<file path="src/rtl/slsd_pkg.sv">
`timescale 1ns / 1ps
// ----------------------------------------------------------------------------
// slsd_pkg
// Shared types and constants for the sync/length/sum deframer.
// ----------------------------------------------------------------------------
package slsd_pkg;

    localparam int unsigned BYTE_W = 8;
    localparam int unsigned CFG_IDX_W = 1;

    localparam logic [CFG_IDX_W-1:0] CFG_SYNC_FIRST  = 1'b0;
    localparam logic [CFG_IDX_W-1:0] CFG_SYNC_SECOND = 1'b1;

    typedef logic [BYTE_W-1:0] t_byte;

    typedef struct packed {
        t_byte data_byte;
        logic  is_frame_data;
        logic  frame_end;
        logic  checksum_good;
    } t_result;

endpackage

</file>
<file path="src/rtl/slsd_core.sv">
`timescale 1ns / 1ps
// ----------------------------------------------------------------------------
// slsd_core
// Frame tracking state: sync hunt, length count and running checksum.
// Updates on each accepted word and gives that word's result combinationally.
// ----------------------------------------------------------------------------
module slsd_core (
    input  logic              i_clk,
    input  logic              i_rst_n,
    input  logic              i_accept,
    input  slsd_pkg::t_byte   i_rx_byte,
    input  slsd_pkg::t_byte   i_sync_first,
    input  slsd_pkg::t_byte   i_sync_second,
    output slsd_pkg::t_result o_result
);
    import slsd_pkg::*;

    typedef enum logic [2:0] {
        PH_HUNT1,
        PH_HUNT2,
        PH_LEN,
        PH_BODY,
        PH_CSUM
    } t_phase;

    t_phase  r_phase, n_phase;
    t_byte   r_bytes_left, n_bytes_left;
    t_byte   r_running_sum, n_running_sum;
    t_result n_result;

    always_comb begin
        n_phase       = r_phase;
        n_bytes_left  = r_bytes_left;
        n_running_sum = r_running_sum;
        n_result               = '0;
        n_result.data_byte     = i_rx_byte;
        case (r_phase)
            PH_HUNT2: begin
                if (i_rx_byte == i_sync_second) begin
                    n_phase = PH_LEN;
                end else if (i_rx_byte == i_sync_first) begin
                    n_phase = PH_HUNT2;
                end else begin
                    n_phase = PH_HUNT1;
                end
            end
            PH_LEN: begin
                n_result.is_frame_data = 1'b1;
                if (i_rx_byte == '0) begin
                    n_result.frame_end     = 1'b1;
                    n_result.checksum_good = 1'b1;
                    n_running_sum          = '0;
                    n_bytes_left           = '0;
                    n_phase                = PH_HUNT1;
                end else begin
                    n_running_sum = i_rx_byte;
                    n_bytes_left  = i_rx_byte - t_byte'(1);
                    n_phase       = (i_rx_byte == t_byte'(1)) ? PH_CSUM : PH_BODY;
                end
            end
            PH_BODY: begin
                n_result.is_frame_data = 1'b1;
                n_running_sum          = r_running_sum + i_rx_byte;
                n_bytes_left           = r_bytes_left - t_byte'(1);
                if (r_bytes_left == t_byte'(1)) begin
                    n_phase = PH_CSUM;
                end
            end
            PH_CSUM: begin
                n_result.frame_end     = 1'b1;
                n_result.checksum_good = (i_rx_byte == r_running_sum);
                n_phase                = PH_HUNT1;
            end
            default: begin
                n_phase = (i_rx_byte == i_sync_first) ? PH_HUNT2 : PH_HUNT1;
            end
        endcase
    end

    always_ff @(posedge i_clk) begin
        if (!i_rst_n) begin
            r_phase       <= PH_HUNT1;
            r_bytes_left  <= '0;
            r_running_sum <= '0;
        end else if (i_accept) begin
            r_phase       <= n_phase;
            r_bytes_left  <= n_bytes_left;
            r_running_sum <= n_running_sum;
        end
    end

    assign o_result = n_result;

endmodule

</file>
<file path="src/rtl/sync_length_sum_deframer_top.sv">
`timescale 1ns / 1ps
// ----------------------------------------------------------------------------
// sync_length_sum_deframer_top
// Each accepted word's result is registered before reaching the outputs.
// Throughput: one word per cycle while the skid is empty (o_ready high).
// A two-entry output stage (result register plus skid) keeps input ready
// while one result waits. Reset is synchronous, active low: hunt restarts,
// counters clear, both sync codes read zero, outputs empty.
// ----------------------------------------------------------------------------
module sync_length_sum_deframer_top (
    input  logic                           i_clk,
    input  logic                           i_rst_n,
    input  logic                           i_cfg_we,
    input  logic [slsd_pkg::CFG_IDX_W-1:0] i_cfg_idx,
    input  slsd_pkg::t_byte                i_cfg_wdata,
    input  logic                           i_valid,
    output logic                           o_ready,
    input  slsd_pkg::t_byte                i_rx_byte,
    output logic                           o_valid,
    input  logic                           i_ready,
    output slsd_pkg::t_byte                o_data_byte,
    output logic                           o_is_frame_data,
    output logic                           o_frame_end,
    output logic                           o_checksum_good
);
    import slsd_pkg::*;

    t_byte   r_sync_first, r_sync_second;
    t_result n_result, r_out, r_skid;
    logic    r_out_valid, r_skid_valid;
    logic    in_acc, out_take;

    assign o_ready  = !r_skid_valid;
    assign in_acc   = i_valid && o_ready;
    assign out_take = r_out_valid && i_ready;

    always_ff @(posedge i_clk) begin
        if (!i_rst_n) begin
            r_sync_first  <= '0;
            r_sync_second <= '0;
        end else if (i_cfg_we) begin
            case (i_cfg_idx)
                CFG_SYNC_FIRST:  r_sync_first  <= i_cfg_wdata;
                CFG_SYNC_SECOND: r_sync_second <= i_cfg_wdata;
                default: ;
            endcase
        end
    end

    slsd_core u_core (
        .i_clk         (i_clk),
        .i_rst_n       (i_rst_n),
        .i_accept      (in_acc),
        .i_rx_byte     (i_rx_byte),
        .i_sync_first  (r_sync_first),
        .i_sync_second (r_sync_second),
        .o_result      (n_result)
    );

    // output register with skid
    always_ff @(posedge i_clk) begin
        if (!i_rst_n) begin
            r_out_valid  <= 1'b0;
            r_skid_valid <= 1'b0;
        end else if (!r_out_valid || out_take) begin
            if (r_skid_valid) begin
                r_out        <= r_skid;
                r_out_valid  <= 1'b1;
                r_skid_valid <= 1'b0;
            end else begin
                r_out       <= n_result;
                r_out_valid <= in_acc;
            end
        end else if (in_acc) begin
            r_skid       <= n_result;
            r_skid_valid <= 1'b1;
        end
    end

    assign o_valid         = r_out_valid;
    assign o_data_byte     = r_out.data_byte;
    assign o_is_frame_data = r_out.is_frame_data;
    assign o_frame_end     = r_out.frame_end;
    assign o_checksum_good = r_out.checksum_good;

`ifndef SYNTH
    a_skid_behind_out: assert property (@(posedge i_clk) disable iff (!i_rst_n)
        r_skid_valid |-> r_out_valid)
        else $error("skid holds a word while output register is empty");

    a_good_needs_end: assert property (@(posedge i_clk) disable iff (!i_rst_n)
        (o_valid && o_checksum_good) |-> o_frame_end)
        else $error("checksum_good without frame_end");

    a_data_end_zero_len: assert property (@(posedge i_clk) disable iff (!i_rst_n)
        (o_valid && o_is_frame_data && o_frame_end) |-> (o_data_byte == '0))
        else $error("frame data closed a frame with nonzero length");

    a_skid_fill: assert property (@(posedge i_clk) disable iff (!i_rst_n)
        (r_out_valid && !i_ready && in_acc) |=> r_skid_valid)
        else $error("word accepted under stall was not held in skid");
`endif

endmodule
</file>
<file path="config.mk">
export PLATFORM = sky130hd
export DESIGN_NAME = sync_length_sum_deframer_top
export DESIGN_NICKNAME = d
export VERILOG_FILES = /design/src/rtl/slsd_pkg.sv /design/src/rtl/slsd_core.sv /design/src/rtl/sync_length_sum_deframer_top.sv
export SDC_FILE = /design/constraint.sdc
export NUM_CORES = 1
export LEC_CHECK = 0
export ABC_AREA = 1
export BUFFER_PORTS_ARGS = -buffer_cell sky130_fd_sc_hd__buf_2
export CAP_MARGIN = 0
export CORE_MARGIN = 2
export CORE_UTILIZATION = 63
export DETAILED_ROUTE_END_ITERATION = 10
export GPL_ROUTABILITY_DRIVEN = 0
export GPL_TIMING_DRIVEN = 0
export PLACE_DENSITY_LB_ADDON = 0.2
export SYNTH_ARGS = -nofsm -noshare
export SYNTH_HDL_FRONTEND = slang
export SYNTH_SLANG_ARGS = --single-unit
</file>
<file path="constraint.sdc">
create_clock -name i_clk -period 2.7 [get_ports i_clk]
set_clock_uncertainty 0.05 [all_clocks]
set_input_delay 0.135 -clock i_clk [delete_from_list [all_inputs] [get_ports i_clk]]
set_output_delay 0.135 -clock i_clk [all_outputs]
set_load 0.02 [all_outputs]
</file>
* Yosys cells after proc, flatten, opt, wreduce, memory -nomap -nowiden
Index checks and enable logic that the tools add are counted.
** Storage, ports and cells
- Logic and storage cells :: 61
- Output and inout bits :: 13
- Flip-flop bits (word level) :: 59
** Operators by class
- Bitwise gates (word level) :: 3
- Reductions and logical operators :: 15
- Mux-type cells :: 15
- Equality and inequality tests :: 10
- Add/subtract/negate cells :: 3
** Operator list (number)
- 8-bit one-hot mux with 2 select lines :: 2
- 8-bit equality test :: 3
- 8-bit by 1-bit equality test with 1-bit output, second input constant :: 2
- 8-bit 2-to-1 mux :: 2
- 8-bit by 1-bit subtractor with 8-bit output, second input constant :: 2
- 3-bit 2-to-1 mux :: 4
- 3-bit one-hot mux with 4 select lines :: 1
- 11-bit 2-to-1 mux :: 1
- 2-bit AND reduction :: 5
- 8-bit adder :: 1
- 8-bit logical NOT :: 1
- 3-bit by 2-bit equality test with 1-bit output, second input constant :: 2
- 2-bit one-hot mux with 2 select lines :: 1
- 2-bit OR reduction :: 2
- 3-bit by 1-bit equality test with 1-bit output, second input constant :: 1
- 3-bit equality test, second input constant :: 1
- 1-bit 2-to-1 mux :: 3
- 1-bit inverter :: 3
- 3-bit AND reduction :: 1
- 1-bit logical AND :: 2
- 1-bit logical NOT :: 2
- 2-bit 2-to-1 mux :: 1
- 2-bit by 1-bit inequality test with 1-bit output, second input constant :: 1
- 2-bit nonzero test :: 1
- 1-bit logical OR :: 1

* Logic depth before layout (Yosys ltp)
- Depth in word-level cells :: 4
- Gate-level depth with buffers :: 10
- Mapped depth without buffers :: 10

* By module
Synthesis repeated with hierarchy kept, for this count alone.
** Unflattened totals
- Cell total of the unflattened synthesis :: 479
- Area, all modules :: 3544.6 µm²
** By module, submodules not included
- slsd_core :: instances 1, area each 2010.7 µm², cells each 320
- sync_length_sum_deframer_top :: instances 1, area each 1534.0 µm², cells each 159

* Worst setup path after synthesis
OpenSTA, ideal clock, no wires.
- Kind :: reg2reg
- Start :: register r_out_valid (netlist: o_valid)
- End :: register r_skid[0] in the netlist's numbering, enable pin
- Arrival :: 1.171 ns
- Stages on the path, launching flop included :: 5
- Slack :: 1.101 ns
- Setup time :: 0.378 ns
- Clock period less this slack :: 1.599 ns
- Path through :: dfxtp_1 inv_1 nor2_1 nand2_1 nor2_1
** Between the ends
- Word-level cells in the longest chain between the ends :: 4
- Elaborated cells on any way between the ends :: 5
- Classes of those cells :: bitwise (1); reduce/logical (4)
** Ends and longest elaborated chain
- start: declaration :: line sync_length_sum_deframer_top.sv:30 : logic r_out_valid, r_skid_valid;
- start signal: assignment :: line sync_length_sum_deframer_top.sv:72 : r_out_valid <= in_acc;
- 1-bit logical NOT / 1-bit logical AND (equally long branches) :: line sync_length_sum_deframer_top.sv:65, sync_length_sum_deframer_top.sv:35
- 1-bit logical OR * :: line sync_length_sum_deframer_top.sv:65 : end else if (!r_out_valid || out_take) begin
- 1-bit inverter (no line) *
- 3-bit AND reduction (no line) *
- end signal: assignment :: line sync_length_sum_deframer_top.sv:75 : r_skid <= n_result;
- end: declaration :: line sync_length_sum_deframer_top.sv:29 : t_result n_result, r_out, r_skid;
Mark *: on every way between the ends. The rest lies on a longest branch, timed or not.
A chain may end at the register's enable or synchronous reset.

==> metrics <==
x dimension of the die=about 77 µm; CTS tree=yes; Ports=35; Antenna diodes=0; port bufs=34; met3 layer usage reported by global route=0.0624; RSZ-0062 raised after global routing=false; top-count cell post-synth=nand2_1; GRT Resource Usage Total=0.297; mapped cell area=roughly 3400 µm²; kind of end point of the critical path=flop; share of the synthesized netlist area taken by xor and xnor gates=0.0469; via count=approximately 3,100; TritonCTS Sinks=approximately 60; antenna violations before repair=0; share of final-layout standard cells stronger than drive strength 1=0.176; register area share after synthesis=0.417; Min Clock Period, post-route=1870 ps; warnings from Yosys=0; GR Overflow Total=0; Critical Path Start Type=input port; achievable frequency=536 MHz; total die area=roughly 6000 µm²; category of the critical setup timing path=in2reg; core area=around 5000 µm²; CTS-repair resized insts=0; top cells by area in the synthesized netlist=dfxtp_1, edfxtp_1, nand2_1, o21ai_0, nor2_1; final worst-path cycle share=0.691; worst slew pin tran=approximately 940 ps; met1 layer usage reported by global route=0.375; first-pass detailed-route iteration total=5; layout-stage area growth over the synthesis result=16.1%; share of Yosys cell area claimed by the top area cell type=0.220; final-report hold violation count=0; number of standard-cell rows in the floorplan=26; wire length reported by the detailed router=just over 8000 µm; Final setup violation count=0; Final Max Slew Viols=0; vias in the first global route=a little under 3,000; power per cell area=roughly 560 nW/µm²; mux share of post-synthesis cell area=0; remaining antenna violation count=0; Mapped Cells=430; leakage dissipation=about 1.8 nW; nets@finish=about 520; max cap viols=0; Place WS=just over 900 ps; number of design-rule violations left by the first detailed-router iteration=~280; global-route wire length before repair=~14,000 µm; adder-cell area share of the yosys netlist=0.0507; crit path setup slack, layout=roughly 830 ps; type of the worst min-delay path=in2reg; y dimension of the die=roughly 77 µm; CTS HTree Levels=3; complex-gate fraction of the synthesized area=0.137; per-cell routed wire length=14.8 µm; data required time of the worst path=~2900 ps; worst hold stages=3; dominant synthesized flop cell=dfxtp_1; Via density=roughly 5.6; Synth Area in Simple Gates=0.262; CTS root buffer=clkbuf_8; Max Buffers Root-to-Sink=2; cells on worst reg2reg path=10; Clk pin slew, worst setup/hold paths=60 ps; post-route setup TNS=0 ps; cell taking the most area after synthesis=dfxtp_1; number of filler instances in the final layout=between 300 and 400; highest-utilization routing layer at the global route stage=met2; average footprint of a synthesized cell=7.81 µm²; initial standard-cell utilization of the core=0.654; run status=finished, final reports clean; largest family of logic cells by synthesized area=simple AND/OR/NAND/NOR gates; synthesized netlist net count=465; post-synthesis register bit count=59; DRC errors left=0; Post-DP HPWL=about 5700 µm; later-pin clock latency in the skew report=340 ps; FFs w/ async S/R, synth=0; distinct cell type count after synthesis=40; number of buffers created by CTS=9; peak fanout along the critical path=7; maximum vdd drop=a little over 0.0004 V; routing usage on met2=0.504; Worst EP arrival=2030 ps; worst slew margin relative to its limit=0.371; synth cell count leaders=nand2_1, nor2_1, inv_1; number of flops mapped to enable cells by yosys=22; maximum number of pins on one net before global-route repair=12
## final cells by class
| class | instances | area (µm²) | area share |
|---|---|---|---|
| well taps | 70 | 87.6 | 0.0225 |
| inverters | 55 | 218 | 0.0558 |
| flip-flops and latches | 59 | 1400 | 0.359 |
| multi-input cells | 305 | 1670 | 0.427 |
| clock inverters | 4 | 47.5 | 0.0122 |
| clock buffers | 12 | 145 | 0.0372 |
| repair buffers | 43 | 260 | 0.0667 |
| plain buffers | 11 | 73.8 | 0.0189 |
## stage by stage
stage          std cells  hold WS [ps]  cell area, µm²  power, mW  utilization
2_1_floorplan        430           184            3360       1.26            -
3_3_place_gp         534           319            3620       1.35        0.704
3_5_place_dp         534           317            3620       1.36        0.704
4_1_cts              559          1.47            3900       2.17        0.759
5_1_grt              559          41.3            3900       2.25        0.759
6_report             559          4.08            3900       2.18        0.759
## logic make-up (layout without fill, tap and decap cells)
| kind of cell | after synthesis | count (layout) |
|---|---|---|
| AOI/OAI and AO/OA | 82 | 82 |
| adders and majority gates | 13 | 13 |
| and+or+nand+nor | 192 | 192 |
| buffers and inverters | 66 | 125 |
| xor gates and xnor gates | 18 | 18 |
| DFF | 59 | 59 |
## report_power, final
group / internal [mW] / switching, mW / total [mW]
logic: 0.131 / 0.240 / 0.371
registers: 0.972 / 0.0254 / 0.998
clock network: 0.451 / 0.357 / 0.808
## final timing paths
path                                        start                                    to  slack (ps)
min reg2reg         r_sync_second[7]$_SDFFE_PN0P_         r_sync_second[7]$_SDFFE_PN0P_         430
min                                i_cfg_wdata[2]          r_sync_first[2]$_SDFFE_PN0P_           4
max                                  i_rx_byte[3]             o_checksum_good$_DFFE_PP_         830
max reg2reg  u_core.r_running_sum[0]$_SDFFE_PN0P_  u_core.r_running_sum[6]$_SDFFE_PN0P_         950
## per-layer routing
| metal | part of all wire | vias to the layer above | routed length (µm) |
|---|---|---|---|
| li1 | - | 1516 | - |
| met4 | 0.019 | 0 | 153 |
| met5 | 0 | - | 0 |
| met1 | 0.42 | 1458 | 3490 |
| met2 | 0.49 | 124 | 4060 |
| met3 | 0.066 | 21 | 541 |
## cell usage in the layout (no fill, tap or decap), drive strengths merged, types with 9 or more instances in the layout
cell         synthesis  routed
inv                 53      55
nand3               25      25
xnor2               12      12
dlygate4sd3          0       9
clkbuf               5      17
dfxtp               37      37
a21oi               27      27
nor2                55      55
edfxtp              22      22
nand2              101     101
ha                  12      12
o21ai               46      46
buf                  6      40
## registers in the layout (all words and copies together) (netlist names), 3 cells and up
register	count
r_sync_first	8
r_sync_second	8
u_core.r_phase	3
o_data_byte	8
u_core.r_running_sum	8
r_skid	11
u_core.r_bytes_left	8
## critical path: stages
cell	delay, ps
dlygate4sd3_1	530
buf_2	140
ha_1	380
nor4_1	330
nand3_1	210
o21ai_2	170
nand2_1	70
nand2_1	60
## repair_timing
action | 4_1_cts | 5_1_grt
hold buffers | 9 | 0
hold endpoints to repair | 9 | 0
buffers inserted | 0 | 0
(Power assumes the default switching activity.)
